<file path="src/scbpa_pkg.sv">
// Shared types and constants for the size-class block pool allocator.
package scbpa_pkg;

  localparam int unsigned SMALL_BYTES  = 16;
  localparam int unsigned MEDIUM_BYTES = 32;
  localparam int unsigned LARGE_BYTES  = 64;

  localparam int unsigned SMALL_SHIFT  = $clog2(SMALL_BYTES);
  localparam int unsigned MEDIUM_SHIFT = $clog2(MEDIUM_BYTES);
  localparam int unsigned LARGE_SHIFT  = $clog2(LARGE_BYTES);

  localparam logic OP_ALLOC = 1'b0;
  localparam logic OP_FREE  = 1'b1;

  localparam logic [1:0] ST_OK       = 2'd0;
  localparam logic [1:0] ST_NO_FIT   = 2'd1;
  localparam logic [1:0] ST_EMPTY    = 2'd2;
  localparam logic [1:0] ST_BAD_FREE = 2'd3;

  localparam logic [1:0] POOL_SMALL  = 2'd0;
  localparam logic [1:0] POOL_MEDIUM = 2'd1;
  localparam logic [1:0] POOL_LARGE  = 2'd2;

  localparam logic REG_AREA_BASE    = 1'b0;
  localparam logic REG_HEADER_BYTES = 1'b1;

  localparam logic [31:0] AREA_BASE_RESET    = 32'd0;
  localparam logic [3:0]  HEADER_BYTES_RESET = 4'd8;

  typedef struct packed {
    logic        operation;
    logic [15:0] request_size;
    logic [31:0] block_address;
  } req_t;

  typedef struct packed {
    logic [31:0] result_address;
    logic [1:0]  status;
    logic [1:0]  pool_used;
  } rsp_t;

  // Decoder verdict: for an allocate, hit means a pool fits; for a free,
  // hit means the address lands on a block boundary.
  typedef struct packed {
    logic       is_free;
    logic       hit;
    logic [1:0] pool;
  } dec_t;

endpackage

</file>
<file path="src/size_class_block_pool_allocator.sv">
// Top level of the size-class block pool allocator: config, request and result registers.
//
// Usage:
//   Request channel: in_valid_i / in_stall_o with in_req_i (operation, request_size,
//   block_address). A request is taken on a clock edge with in_valid_i high and
//   in_stall_o low.
//   Result channel: out_valid_o / out_stall_i with out_rsp_o (result_address, status,
//   pool_used). Exactly one result per request, in request order.
//   Configuration: cfg_we_i writes cfg_data_i into register cfg_index_i (0 area
//   base, 1 header bytes); write only while no request is in flight.
//   Flow: a request passes from the request register to the result register. One
//   request per cycle is sustained while out_stall_i is low: the head pop or push on
//   the free-list tables is done between the request and result registers.
//   Reset: every block is free, each pool list in ascending address order, area
//   base 0, header 8 bytes; both registers empty.
//   When the receiver stalls, the result register holds and one more request can
//   still be taken into the request register before in_stall_o rises.
module size_class_block_pool_allocator #(
  parameter int unsigned SMALL_COUNT  = 8,
  parameter int unsigned MEDIUM_COUNT = 8,
  parameter int unsigned LARGE_COUNT  = 4
) (
  input  logic             clk_i,
  input  logic             rst_ni,
  input  logic             in_valid_i,
  output logic             in_stall_o,
  input  scbpa_pkg::req_t  in_req_i,
  output logic             out_valid_o,
  input  logic             out_stall_i,
  output scbpa_pkg::rsp_t  out_rsp_o,
  input  logic             cfg_we_i,
  input  logic             cfg_index_i,
  input  logic [31:0]      cfg_data_i
);

  localparam int unsigned TOTAL = SMALL_COUNT + MEDIUM_COUNT + LARGE_COUNT;
  localparam int unsigned BW    = $clog2(TOTAL);

  logic [31:0]     area_base_q;
  logic [3:0]      header_bytes_q;
  scbpa_pkg::req_t req_q;
  logic            req_vld_q;
  scbpa_pkg::rsp_t rsp_q;
  logic            rsp_vld_q;

  scbpa_pkg::dec_t dec;
  logic [BW-1:0]   dec_blk;
  scbpa_pkg::rsp_t rsp;
  logic            advance, fire, take;

  assign advance    = !rsp_vld_q || !out_stall_i;
  assign fire       = req_vld_q && advance;
  assign in_stall_o = req_vld_q && !advance;
  assign take       = in_valid_i && !in_stall_o;

  always_ff @(posedge clk_i or negedge rst_ni) begin
    if (!rst_ni) begin
      area_base_q    <= scbpa_pkg::AREA_BASE_RESET;
      header_bytes_q <= scbpa_pkg::HEADER_BYTES_RESET;
    end else if (cfg_we_i) begin
      unique case (cfg_index_i)
        scbpa_pkg::REG_AREA_BASE:    area_base_q    <= cfg_data_i;
        scbpa_pkg::REG_HEADER_BYTES: header_bytes_q <= cfg_data_i[3:0];
        default: ;
      endcase
    end
  end

  always_ff @(posedge clk_i or negedge rst_ni) begin
    if (!rst_ni) begin
      req_vld_q <= 1'b0;
      rsp_vld_q <= 1'b0;
    end else begin
      if (take) begin
        req_vld_q <= 1'b1;
      end else if (fire) begin
        req_vld_q <= 1'b0;
      end
      if (advance) begin
        rsp_vld_q <= req_vld_q;
      end
    end
  end

  always_ff @(posedge clk_i) begin
    if (take) begin
      req_q <= in_req_i;
    end
    if (fire) begin
      rsp_q <= rsp;
    end
  end

  scbpa_decode #(
    .SMALL_COUNT  (SMALL_COUNT),
    .MEDIUM_COUNT (MEDIUM_COUNT),
    .LARGE_COUNT  (LARGE_COUNT),
    .BW           (BW)
  ) u_decode (
    .req_i          (req_q),
    .area_base_i    (area_base_q),
    .header_bytes_i (header_bytes_q),
    .dec_o          (dec),
    .blk_o          (dec_blk)
  );

  scbpa_pools #(
    .SMALL_COUNT  (SMALL_COUNT),
    .MEDIUM_COUNT (MEDIUM_COUNT),
    .LARGE_COUNT  (LARGE_COUNT),
    .BW           (BW)
  ) u_pools (
    .clk_i          (clk_i),
    .rst_ni         (rst_ni),
    .fire_i         (fire),
    .dec_i          (dec),
    .blk_i          (dec_blk),
    .area_base_i    (area_base_q),
    .header_bytes_i (header_bytes_q),
    .rsp_o          (rsp)
  );

  assign out_valid_o = rsp_vld_q;
  assign out_rsp_o   = rsp_q;

endmodule

</file>
<file path="src/scbpa_decode.sv">
// Request decoder: size-class selection for allocates, address-to-block for frees.
module scbpa_decode #(
  parameter int unsigned SMALL_COUNT  = 8,
  parameter int unsigned MEDIUM_COUNT = 8,
  parameter int unsigned LARGE_COUNT  = 4,
  parameter int unsigned BW           = 5
) (
  input  scbpa_pkg::req_t   req_i,
  input  logic [31:0]       area_base_i,
  input  logic [3:0]        header_bytes_i,
  output scbpa_pkg::dec_t   dec_o,
  output logic [BW-1:0]     blk_o
);

  localparam logic [31:0] SPAN_S = 32'(SMALL_COUNT * scbpa_pkg::SMALL_BYTES);
  localparam logic [31:0] SPAN_M = 32'(MEDIUM_COUNT * scbpa_pkg::MEDIUM_BYTES);
  localparam logic [31:0] SPAN_L = 32'(LARGE_COUNT * scbpa_pkg::LARGE_BYTES);
  localparam logic [31:0] END_S  = SPAN_S;
  localparam logic [31:0] END_M  = SPAN_S + SPAN_M;
  localparam logic [31:0] END_L  = SPAN_S + SPAN_M + SPAN_L;
  localparam logic [BW-1:0] FIRST_M = BW'(SMALL_COUNT);
  localparam logic [BW-1:0] FIRST_L = BW'(SMALL_COUNT + MEDIUM_COUNT);

  logic [6:0]  lim_s, lim_m, lim_l;
  logic        fit_s, fit_m, fit_l;
  logic [31:0] off, rel_m, rel_l;

  always_comb begin
    lim_s = 7'(scbpa_pkg::SMALL_BYTES)  - {3'b0, header_bytes_i};
    lim_m = 7'(scbpa_pkg::MEDIUM_BYTES) - {3'b0, header_bytes_i};
    lim_l = 7'(scbpa_pkg::LARGE_BYTES)  - {3'b0, header_bytes_i};
    fit_s = req_i.request_size <= {9'b0, lim_s};
    fit_m = req_i.request_size <= {9'b0, lim_m};
    fit_l = req_i.request_size <= {9'b0, lim_l};

    off   = req_i.block_address - {28'b0, header_bytes_i} - area_base_i;
    rel_m = off - END_S;
    rel_l = off - END_M;

    dec_o.is_free = (req_i.operation == scbpa_pkg::OP_FREE);
    dec_o.hit     = 1'b0;
    dec_o.pool    = scbpa_pkg::POOL_SMALL;
    blk_o         = '0;

    if (req_i.operation == scbpa_pkg::OP_ALLOC) begin
      if (fit_s) begin
        dec_o.hit  = 1'b1;
        dec_o.pool = scbpa_pkg::POOL_SMALL;
      end else if (fit_m) begin
        dec_o.hit  = 1'b1;
        dec_o.pool = scbpa_pkg::POOL_MEDIUM;
      end else if (fit_l) begin
        dec_o.hit  = 1'b1;
        dec_o.pool = scbpa_pkg::POOL_LARGE;
      end
    end else begin
      if (off < END_S) begin
        if (off[scbpa_pkg::SMALL_SHIFT-1:0] == '0) begin
          dec_o.hit  = 1'b1;
          dec_o.pool = scbpa_pkg::POOL_SMALL;
          blk_o      = BW'(off >> scbpa_pkg::SMALL_SHIFT);
        end
      end else if (off < END_M) begin
        if (rel_m[scbpa_pkg::MEDIUM_SHIFT-1:0] == '0) begin
          dec_o.hit  = 1'b1;
          dec_o.pool = scbpa_pkg::POOL_MEDIUM;
          blk_o      = FIRST_M + BW'(rel_m >> scbpa_pkg::MEDIUM_SHIFT);
        end
      end else if (off < END_L) begin
        if (rel_l[scbpa_pkg::LARGE_SHIFT-1:0] == '0) begin
          dec_o.hit  = 1'b1;
          dec_o.pool = scbpa_pkg::POOL_LARGE;
          blk_o      = FIRST_L + BW'(rel_l >> scbpa_pkg::LARGE_SHIFT);
        end
      end
    end
  end

endmodule

</file>
<file path="src/scbpa_pools.sv">
// Free-list tables of the three pools with pop/push update and result forming.
module scbpa_pools #(
  parameter int unsigned SMALL_COUNT  = 8,
  parameter int unsigned MEDIUM_COUNT = 8,
  parameter int unsigned LARGE_COUNT  = 4,
  parameter int unsigned BW           = 5
) (
  input  logic              clk_i,
  input  logic              rst_ni,
  input  logic              fire_i,
  input  scbpa_pkg::dec_t   dec_i,
  input  logic [BW-1:0]     blk_i,
  input  logic [31:0]       area_base_i,
  input  logic [3:0]        header_bytes_i,
  output scbpa_pkg::rsp_t   rsp_o
);

  localparam int unsigned TOTAL = SMALL_COUNT + MEDIUM_COUNT + LARGE_COUNT;
  localparam logic [BW-1:0] FIRST_M = BW'(SMALL_COUNT);
  localparam logic [BW-1:0] FIRST_L = BW'(SMALL_COUNT + MEDIUM_COUNT);
  localparam logic [31:0] SPAN_S = 32'(SMALL_COUNT * scbpa_pkg::SMALL_BYTES);
  localparam logic [31:0] SPAN_M = 32'(MEDIUM_COUNT * scbpa_pkg::MEDIUM_BYTES);

  logic [BW-1:0]    head_q [3];
  logic [2:0]       empty_q;
  logic [BW-1:0]    next_q [TOTAL];
  logic [TOTAL-1:0] last_q;
  logic [TOTAL-1:0] alloc_q;

  logic [BW-1:0] head_blk, sel_blk;
  logic          pop, push, ok;
  logic [31:0]   blk_off;

  always_comb begin
    head_blk = head_q[dec_i.pool];
    sel_blk  = dec_i.is_free ? blk_i : head_blk;
    pop      = 1'b0;
    push     = 1'b0;
    rsp_o.result_address = '0;
    rsp_o.pool_used      = dec_i.pool;
    rsp_o.status         = scbpa_pkg::ST_OK;

    if (head_blk < FIRST_M) begin
      blk_off = 32'(head_blk) << scbpa_pkg::SMALL_SHIFT;
    end else if (head_blk < FIRST_L) begin
      blk_off = SPAN_S + (32'(head_blk - FIRST_M) << scbpa_pkg::MEDIUM_SHIFT);
    end else begin
      blk_off = SPAN_S + SPAN_M + (32'(head_blk - FIRST_L) << scbpa_pkg::LARGE_SHIFT);
    end

    if (!dec_i.is_free) begin
      if (!dec_i.hit) begin
        rsp_o.status    = scbpa_pkg::ST_NO_FIT;
        rsp_o.pool_used = scbpa_pkg::POOL_SMALL;
      end else if (empty_q[dec_i.pool]) begin
        rsp_o.status = scbpa_pkg::ST_EMPTY;
      end else begin
        pop = 1'b1;
        rsp_o.result_address = area_base_i + blk_off + {28'b0, header_bytes_i};
      end
    end else begin
      if (!dec_i.hit) begin
        rsp_o.status    = scbpa_pkg::ST_BAD_FREE;
        rsp_o.pool_used = scbpa_pkg::POOL_SMALL;
      end else if (!alloc_q[blk_i]) begin
        rsp_o.status = scbpa_pkg::ST_BAD_FREE;
      end else begin
        push = 1'b1;
      end
    end
    ok = pop || push;
  end

  always_ff @(posedge clk_i or negedge rst_ni) begin
    if (!rst_ni) begin
      head_q[0] <= '0;
      head_q[1] <= FIRST_M;
      head_q[2] <= FIRST_L;
      empty_q   <= '0;
      alloc_q   <= '0;
      for (int b = 0; b < TOTAL; b++) begin
        if ((b == SMALL_COUNT - 1) || (b == SMALL_COUNT + MEDIUM_COUNT - 1) ||
            (b == TOTAL - 1)) begin
          next_q[b] <= BW'(b);
          last_q[b] <= 1'b1;
        end else begin
          next_q[b] <= BW'(b + 1);
          last_q[b] <= 1'b0;
        end
      end
    end else if (fire_i) begin
      if (pop) begin
        if (last_q[head_blk]) begin
          empty_q[dec_i.pool] <= 1'b1;
        end else begin
          head_q[dec_i.pool] <= next_q[head_blk];
        end
        alloc_q[head_blk] <= 1'b1;
      end else if (push) begin
        last_q[blk_i]       <= empty_q[dec_i.pool];
        next_q[blk_i]       <= empty_q[dec_i.pool] ? blk_i : head_blk;
        head_q[dec_i.pool]  <= blk_i;
        empty_q[dec_i.pool] <= 1'b0;
        alloc_q[blk_i]      <= 1'b0;
      end
    end
  end

  a_pop_marks_block: assert property (@(posedge clk_i) disable iff (!rst_ni)
    fire_i && pop |=> alloc_q[$past(sel_blk)])
    else $error("popped block not marked allocated");

  a_push_refills_pool: assert property (@(posedge clk_i) disable iff (!rst_ni)
    fire_i && push |=> !empty_q[$past(dec_i.pool)] && !alloc_q[$past(sel_blk)])
    else $error("pushed block not returned to its pool");

  a_fail_keeps_state: assert property (@(posedge clk_i) disable iff (!rst_ni)
    fire_i && !ok |=> $stable(alloc_q) && $stable(empty_q))
    else $error("failed request changed pool state");

  a_ok_status: assert property (@(posedge clk_i) disable iff (!rst_ni)
    ok |-> rsp_o.status == scbpa_pkg::ST_OK)
    else $error("committed request reports an error status");

endmodule
</file>
<file path="config.mk">
export PLATFORM = sky130hd
export DESIGN_NAME = size_class_block_pool_allocator
export DESIGN_NICKNAME = d
export VERILOG_FILES = /design/src/scbpa_pkg.sv /design/src/size_class_block_pool_allocator.sv /design/src/scbpa_decode.sv /design/src/scbpa_pools.sv
export SDC_FILE = /design/constraint.sdc
export NUM_CORES = 1
export LEC_CHECK = 0
export BUFFER_PORTS_ARGS = -buffer_cell sky130_fd_sc_hd__buf_2
export CAP_MARGIN = 30
export CORE_MARGIN = 1.5
export CORE_UTILIZATION = 55
export CTS_BUF_LIST = sky130_fd_sc_hd__clkbuf_8 sky130_fd_sc_hd__clkbuf_16
export DETAILED_ROUTE_END_ITERATION = 10
export HOLD_SLACK_MARGIN = 0.08
export PLACE_DENSITY_LB_ADDON = 0.25
export SYNTH_ARGS = -nofsm -noshare
export SYNTH_HDL_FRONTEND = slang
export SYNTH_HIERARCHICAL = 1
export SYNTH_SLANG_ARGS = --single-unit
</file>
<file path="constraint.sdc">
create_clock -name clk_i -period 21.1 [get_ports clk_i]
set_clock_uncertainty 0.15 [all_clocks]
set_input_delay 2.11 -clock clk_i [delete_from_list [all_inputs] [get_ports clk_i]]
set_output_delay 2.11 -clock clk_i [all_outputs]
set_load 0.05 [all_outputs]
</file>
### Word level (Yosys, flattened, before mapping)

Index checks and enable logic that the tools add are counted.

| word-level totals | value |
|---|---|
| register bits | 281 |
| input port bits | 87 |

| cells by class | value |
|---|---|
| reductions and logical operators | 25 |
| bitwise logic cells | 12 |
| mux-type cells | 68 |
| equal/unequal tests | 2 |
| add/sub/neg operators | 15 |
| magnitude comparators | 19 |

Operators by type and width:

| cell | number |
|---|---|
| bitwise mux 100 bit | 1 |
| two-way mux 5 bit | 14 |
| two-way mux 32 bit | 2 |
| <= comparator 16 x 7 -> 1 bit | 3 |
| two-way mux 15 bit | 3 |
| two-way mux 20 bit | 2 |
| two-way mux 3 bit | 13 |
| adder 32 bit | 1 |
| adder 32 x 4 -> 32 bit | 1 |
| adder 8 x 32 -> 32 bit (first input constant) | 1 |
| adder 9 x 32 -> 32 bit (first input constant) | 1 |
| less-than comparator 32 x 10 -> 1 bit (second input constant) | 1 |
| less-than comparator 32 x 8 -> 1 bit (second input constant) | 1 |
| less-than comparator 32 x 9 -> 1 bit (second input constant) | 1 |
| subtractor 32 bit | 1 |
| subtractor 32 x 4 -> 32 bit | 1 |
| bitwise mux 15 bit | 2 |
| binary-select mux 5 bit (select 5 bit) | 1 |
| demux 5 bit (select 5 bit) | 1 |
| AND 20 bit | 1 |
| bitwise mux 20 bit | 1 |
| NOT 20 bit | 1 |
| OR 20 bit | 1 |
| two-way mux 1 bit | 14 |
| other kinds (44) | 72 |

### Depth between registers and ports, before layout

Gate-level depths: netlist (run 1).

| depth | value |
|---|---|
| depth in word-level cells | 20 |
| gate-level depth with buffers | 34 |
| depth with buffers taken out | 31 |

### Modules after synthesis

The synthesis (run 1) kept the hierarchy.

Modules (own cells, without submodules):

| module | seq. area each (µm²) | area each (µm²) | instances | cells each |
|---|---|---|---|---|
| scbpa_pools | 4020.1 | 9761.9 | 1 | 1077 |
| size_class_block_pool_allocator | 3504.6 | 4147.7 | 1 | 171 |
| scbpa_decode | 0.0 | 3520.9 | 1 | 521 |

### Worst setup path after synthesis (run 1)

OpenSTA, ideal clock, no wires.

| timing path | value |
|---|---|
| path kind | register to register |
| from | register header_bytes_q[0] |
| to | register rsp_q, in the netlist out_rsp_o[32] (data pin) |
| path slack | 12.974 ns |
| cell stages (with the launch flop) | 33 |
| setup time | 0.265 ns |
| data required time | 20.685 ns |
| data arrival time | 7.711 ns |
| cell sequence | dfrtp_1 > fa_1 > inv_1 > ha_1 > or2_2 > fa_1 > a21o_1 > a221o_1 > a221oi_2 > o31ai_2 > xor2_1 > or4b_4 > nor4_2 > nand4_2 > o22ai_1 > buf_2 > nor2b_1 > buf_2 > nand2_1 > o21a_1 > clkbuf_1 > ha_1 > clkbuf_1 > nor4b_1 > ha_1 > a21o_1 > a221o_1 > o32ai_1 > a31oi_1 > a21oi_1 > o21ai_1 > o31ai_1 > mux2i_1 |

RTL lines:

| what | RTL line | RTL |
|---|---|---|
| start: declaration | size_class_block_pool_allocator.sv:40 | `logic [3:0] header_bytes_q;` |
| start signal: assignment | size_class_block_pool_allocator.sv:59 | `header_bytes_q <= scbpa_pkg::HEADER_BYTES_RESET;` |
| start signal: assignment | size_class_block_pool_allocator.sv:63 | `scbpa_pkg::REG_HEADER_BYTES: header_bytes_q <= cfg_data_i[3:0];` |
| end signal: assignment | size_class_block_pool_allocator.sv:90 | `rsp_q <= rsp;` |
| end: declaration | size_class_block_pool_allocator.sv:43 | `scbpa_pkg::rsp_t rsp_q;` |

==> summary.md, run 1 <==
| Metric | Value |
|---|---|
| Seq cells post-synth | `~280` |
| Crit end category | `flop` |
| Most used DFF post-synth | `dfrtp_1` |
| Commonest non-fill, non-tap cell in the layout | `nand2_1` |
| Drt via density | `6.02` |
| Type of origin of the critical path | `flop` |
| Synth warn | `6` |
| Vias after detailed routing | `13900` |
| Yosys cell types | `about 100` |
| Minimum clock period | `9910 ps` |
| Mux cell area share after synthesis | `8.81%` |
| Relative slew slack | `21.6%` |
| Final worst setup slack | `11190 ps` |
| # DRC | `0` |
| Dpl hpwl | `34100 um` |
| Layout fillers | `2614` |
| DIE HEIGHT | `roughly 180 um` |
| WL/cell | `20.4 um` |
| Tcrit/Tclk final | `47.0%` |
| Min-Delay Startpoint | `u_pools/next_q[81]` |
| XOR/XNOR Fraction of Synth Area | `2.26%` |
| R2R Setup Slk | `approximately 11000 ps` |
| Final #Nets | `approximately 2100` |
| Post-DRT Antenna Nets | `0` |
| Die area | `32800 um2` |
| Asr flop ratio synth | `69.8%` |
| Critical Path Max Stage Delay | `between 1000 and 1500 ps` |
| Combinational share of power | `29.3%` |
| Hold Path Stages | `2` |
| Non-filler cells, final | `2307` |
| DP Worst Slack | `11530 ps` |
| Crit path DAT | `10070 ps` |
| Power Total | `1.68 mW` |
| Critical-path top delay cell | `a2111oi_0` |
| Boundary Pins | `roughly 130` |
| Seq/Total Area, Yosys | `43.2%` |
| Leakage | `8.71 nW` |
| CTS tree | `built` |
| Setup TNS | `0 ps` |
| Post-cts sizing count | `0` |
| Cell Rows | `65` |
| Switching share of power | `33.1%` |
| Max Fclk | `0.101 GHz` |
| RR Endpoint | `out_rsp_o[25]` |
| Area added between synthesis and finish | `11.6%` |
| Vias in the first global route | `13400` |
| TritonRoute pass-1 iters | `6` |
| CP dominant cell by count | `ha_1` |
| Hold EP | `u_pools/next_q[81]` |
| Initial DRC count | `roughly 1200` |
| Placed cell count | `2249` |
| Outcome | `finished clean` |
| Later-pin clock latency in the skew report | `580 ps` |
| Mapped Cells | `1769` |
| Synth Area in Adders | `8.60%` |
| # port buffers | `124` |
| Largest fanout on the critical path | `13` |
| Synthesized cell area | `17400 um2` |
| Total Routing Usage GR | `28.9%` |
| # hold bufs at CTS | `0` |
| Sw Pwr | `556 uW` |
| Worst slew pin tran | `1150 ps` |
| CTS root buf | `clkbuf_16` |
| Total Routed Length | `47000 um` |
| # diodes | `0` |
| Launch point of the worst reg-to-reg path | `header_bytes_q[0]` |
| Initial cell density of the core | `55.5%` |
| Number of synthesized flops with an enable pin | `85` |
| Initial antenna violation count | `0` |
| Reg power frac | `36.5%` |
| Total grt overflow | `0` |
| H-tree Lvls | `1` |
| Compound-Gate Fraction of Synth Area | `around 16%` |
| Clock network power share | `34.1%` |
| Maximum vdd drop | `0.0675 mV` |
| CTS Sinks | `281` |
| Worst R2R Path Depth | `29` |
| GP Congestion | `approximately 0.91` |
| Hold Fails Final Rpt | `0` |
| Worst Hold Class | `reg2reg` |
| Die W | `between 150 and 200 um` |
| Post-CTS Setup Repair Bufs | `0` |
| Max Cap Viol | `0` |
| Int Power | `1.12 mW` |
| Simple-gate share of the synthesized area | `16.1%` |
| Final setup vio count | `0` |
| Unrepaired setup endpoints after global routing | `false` |
| PwrDens | `86.3 nW/um2` |
| Most frequent cells in the layout | `nand2_1 (257), dfrtp_1 (142), inv_1 (130)` |
| First-pass GRT wire length | `74800 um` |
| Crit path kind | `reg2reg` |
| Main combinational cell family by area after synthesis | `simple AND/OR/NAND/NOR gates` |
| Largest net degree at the start of global routing | `88` |
| Clock transition at path regs | `approximately 60 ps` |
| Fraction of layout cells with a size suffix above 1 | `20.9%` |
| Core area | `31400 um2` |
| Critical path required time | `21260 ps` |
| Num CTS Buffers | `31` |
| Longest Clk Path Bufs | `3` |
| Average size of a mapped cell | `9.85 um2` |
| Max-slew violations | `0` |
## cells by family (layout without fill, tap and decap cells)
family                   after synthesis  count (layout)
XOR/XNOR                              45              45
adder cells (fa/ha/maj)              117             117
AND/OR/NAND/NOR                      581             581
AO/OA/AOI/OAI                        405             405
flip-flops                           281             281
multiplexers                         123             123
other                                  1              19
buffers and inverters                216             334
## per-layer routing
layer	part of all wire [%]	GRT usage [%]	wire, um	vias to the layer above
li1	-	-	-	6567
met3	7.3	4.47	3420	86
met2	45	45.5	21100	532
met5	0	0	0	-
met4	2.8	8.00	1300	0
met1	45	41.5	21300	6696
## through the flow
step / utilization [%] / hold slack [ps] / instance area, um2
finish: 61.9 / 331 / 19400
global route: 61.9 / 344 / 19400
CTS: 61.9 / 333 / 19400
detailed placement: 58.4 / 320 / 18300
global placement: 58.2 / 308 / 18300
floorplan: - / 293 / 17500
## power by group through the flow
stage                     Sequential [mW]  Combinational (mW)  Clock (mW)
after detailed placement            0.623               0.478           0
final                               0.613               0.492       0.573
after global placement              0.623               0.472           0
after CTS                           0.613               0.482       0.584
after global routing                0.615               0.544       0.604
after floorplan                     0.633               0.345           0
## worst max-delay path by stage
stage                          endpoint         startpoint  cells past startpoint
final                     out_rsp_o[25]  header_bytes_q[0]                     29
after global routing      out_rsp_o[32]  header_bytes_q[0]                     30
after floorplan           out_rsp_o[32]  header_bytes_q[0]                     32
after detailed placement  out_rsp_o[25]  header_bytes_q[0]                     29
after global placement    out_rsp_o[25]  header_bytes_q[0]                     29
after CTS                 out_rsp_o[25]  header_bytes_q[0]                     29
## registers in the layout, summed over array words and instances, names as in the netlist, named ones only
register         cells
u_pools/next_q     100
req_vld_q            1
u_pools/head_q      15
u_pools/last_q      20
out_valid_o          1
u_pools/alloc_q     20
header_bytes_q       4
req_q               49
out_rsp_o           36
area_base_q         32
## critical path: cells and delay by family, from the launching register on
family                   cells  cell delay [ps]
AO/OA/AOI/OAI               11             4320
AND/OR/NAND/NOR              9             2110
adder cells (fa/ha/maj)      5             1990
flip-flops                   1              440
multiplexers                 1              250
buffers and inverters        2              200
XOR/XNOR                     1              150
## Yosys cell counts, types with 28 or more instances
cell type  number  share of area [%]
clkbuf_1       36               0.78
ha_1          111                8.0
and3_1         29                1.0
nand3_1        68                2.0
mux2_2         62                4.0
o21ai_0       125                3.6
nand4_1        28                1.0
buf_2          29               0.83
a21o_1         29                1.2
nand2_1       257                5.5
dfrtp_1       142                 20
mux2_4         31                2.7
nor2_1         83                1.8
a21oi_1        79                2.3
edfxtp_1       85                 15
inv_1         126                2.7
dfstp_2        54                8.1
## cell type report
type | count | area, um2 | area share [%]
Multi-Input combinational cell | 1290 | 9030 | 46.4
Timing Repair Buffer | 148 | 812 | 4.18
Clock inverter | 18 | 178 | 0.914
Inverter | 128 | 480 | 2.47
Sequential cell | 281 | 7520 | 38.7
Tap cell | 402 | 503 | 2.59
Clock buffer | 40 | 922 | 4.74
Power figures use the tool's default switching activity.
==> run 2, diff against run 1 <==
==> constraint.sdc (replaced) <==
create_clock -name clk_i -period 8.5 [get_ports clk_i]
set_clock_uncertainty 0.15 [all_clocks]
set_input_delay 0.85 -clock clk_i [delete_from_list [all_inputs] [get_ports clk_i]]
set_output_delay 0.85 -clock clk_i [all_outputs]
set_load 0.05 [all_outputs]
==> summary.md, run 2 (synthesis gave the netlist of run 1 again) <==
| Metric | Value |
|---|---|
| Drt via density | `6.07 (+0.93%)` |
| Core area | `31400 um2 (unchanged)` |
| Final #Nets | `2105 (+1.1%)` |
| Initial cell density of the core | `55.5% (unchanged)` |
| Commonest non-fill, non-tap cell in the layout | `nand2_1` |
| Largest fanout on the critical path | `6 (-7)` |
| Tcrit/Tclk final | `96.0% (+49 points)` |
| TritonRoute pass-1 iters | `5 (-1)` |
| WL/cell | `20.2 um (-1.1%)` |
| Final setup vio count | `0 (unchanged)` |
| Maximum vdd drop | `0.174 mV (+160%)` |
| R2R Setup Slk | `340 ps (-10850 ps)` |
| Boundary Pins | `125 (unchanged)` |
| DIE HEIGHT | `181 um (unchanged)` |
| Layout fillers | `2604 (-0.38%)` |
| Max Cap Viol | `0 (unchanged)` |
| # port buffers | `124 (unchanged)` |
| CTS tree | `built` |
| Crit path max-delay family | `compound AO/OA/AOI/OAI gates` |
| Critical-path top delay cell | `fa_1` |
| Relative slew slack | `38.7% (+17 points)` |
| Crit path kind | `reg2reg` |
| # DRC | `0 (unchanged)` |
| Cell Rows | `65 (unchanged)` |
| CTS Sinks | `281 (unchanged)` |
| Initial DRC count | `1167 (+0.69%)` |
| Max-slew violations | `0 (unchanged)` |
| PwrDens | `205 nW/um2 (+140%)` |
| H-tree Lvls | `1 (unchanged)` |
| Hold Fails Final Rpt | `0 (unchanged)` |
| Critical Path Max Stage Delay | `530 ps (-480 ps)` |
| Outcome | `finished clean` |
| Dpl hpwl | `34300 um (+0.49%)` |
| Worst slew pin tran | `920 ps (-227 ps)` |
| GP Congestion | `0.939 (+3.4%)` |
| Crit end category | `flop` |
| Launch point of the worst reg-to-reg path | `header_bytes_q[0]` |
| Initial antenna violation count | `0 (unchanged)` |
| Longest Clk Path Bufs | `3 (unchanged)` |
| Area added between synthesis and finish | `12.6%` |
| Leakage | `8.74 nW (+0.39%)` |
| Die W | `181 um (unchanged)` |
| Minimum clock period | `8160 ps (-1750 ps)` |
| CTS root buf | `clkbuf_16` |
| Clock transition at path regs | `70 ps (about the same)` |
| Type of origin of the critical path | `flop` |
| Total grt overflow | `0 (unchanged)` |
| Critical path required time | `8660 ps (-12600 ps)` |
| First-pass GRT wire length | `73600 um (-1.6%)` |
| Unrepaired setup endpoints after global routing | `false` |
| Max reg flops | `100 (unchanged)` |
| Num CTS Buffers | `29 (-6.5%)` |
| DP Worst Slack | `-166 ps (-11700 ps)` |
| Worst Hold Class | `in2async` |
| Largest net degree at the start of global routing | `112 (+27%)` |
| CP dominant cell by count | `ha_1` |
| Total Routing Usage GR | `28.5% (-0.41 points)` |
| Worst R2R Path Depth | `29 (unchanged)` |
| Post-DRT Antenna Nets | `0 (unchanged)` |
| Final worst setup slack | `344 ps (-10850 ps)` |
| RR Endpoint | `out_rsp_o[34]` |
| Later-pin clock latency in the skew report | `600 ps (+20 ps)` |
| Max Fclk | `0.123 GHz (+22%)` |
| Total Routed Length | `46900 um (-0.29%)` |
| Most frequent cells in the layout | `nand2_1 (257), dfrtp_1 (142), inv_1 (131)` |
| Vias in the first global route | `13300 (-0.14%)` |
| Die area | `32800 um2 (unchanged)` |
| Vias after detailed routing | `14100 (+1.8%)` |
| # diodes | `0 (unchanged)` |
| Largest Register | `u_pools/next_q` |
| Fraction of layout cells with a size suffix above 1 | `22.3% (+1.3 points)` |
| Crit path buf inv count | `3 (+1)` |
| Setup TNS | `0 ps (unchanged)` |
| Crit path DAT | `8320 ps (-1750 ps)` |
## run 2: area by class of cell
cell class / instances / area, um2 / area share [%]
multi-input combinational: 1290 / 9170 / 46.7
sequential: 281 / 7520 / 38.4
timing repair buffer: 172 / 1010 / 5.17
clock buffer: 30 / 739 / 3.77
tap: 402 / 503 / 2.56
inverter: 128 / 484 / 2.47
clock inverter: 24 / 185 / 0.944
## run 2: worst max path at each step
stage	from	end	slack, ps	depth (start not counted)
after floorplan	header_bytes_q[0]	out_rsp_o[32]	370	32
after global placement	header_bytes_q[0]	out_rsp_o[25]	40	28
after detailed placement	header_bytes_q[0]	out_rsp_o[25]	-170	28
after CTS	header_bytes_q[0]	out_rsp_o[32]	20	30
after global routing	header_bytes_q[0]	out_rsp_o[18]	20	30
final	header_bytes_q[0]	out_rsp_o[34]	340	29
## run 2: through the flow
stage / area, um2 / utilization (%) / std cells / power, mW / hold WS (ps)
after floorplan: 17500 / - / 1787 / 2.43 / 293
after global placement: 18400 / 58.6 / 2255 / 2.72 / 310
after detailed placement: 18500 / 58.8 / 2264 / 2.73 / 320
after CTS: 19400 / 61.8 / 2318 / 3.99 / 255
after global routing: 19600 / 62.5 / 2327 / 4.22 / 265
final: 19600 / 62.5 / 2327 / 4.02 / 230
## run 2: layer usage
metal  GRT usage, %  share of wire (%)  vias up
li1               -                  -     6582
met1           41.7                 45     6855
met2           42.9                 44      598
met3           5.44                8.6       97
met4           8.50                3.0        0
met5              0                  0        -
## run 2: what timing repair did
action,CTS,global route
setup buffers,0,8
pin swaps,0,7
hold buffers,0,0
resized for setup,4,26
endpoints found under the setup margin,6,19
## run 2: power by group
group	leakage [nW]	switching, mW	internal [mW]	total [mW]
sequential	3.25	0.0573	1.46	1.52
combinational	5.02	0.767	0.484	1.25
clock	0.473	0.554	0.693	1.25
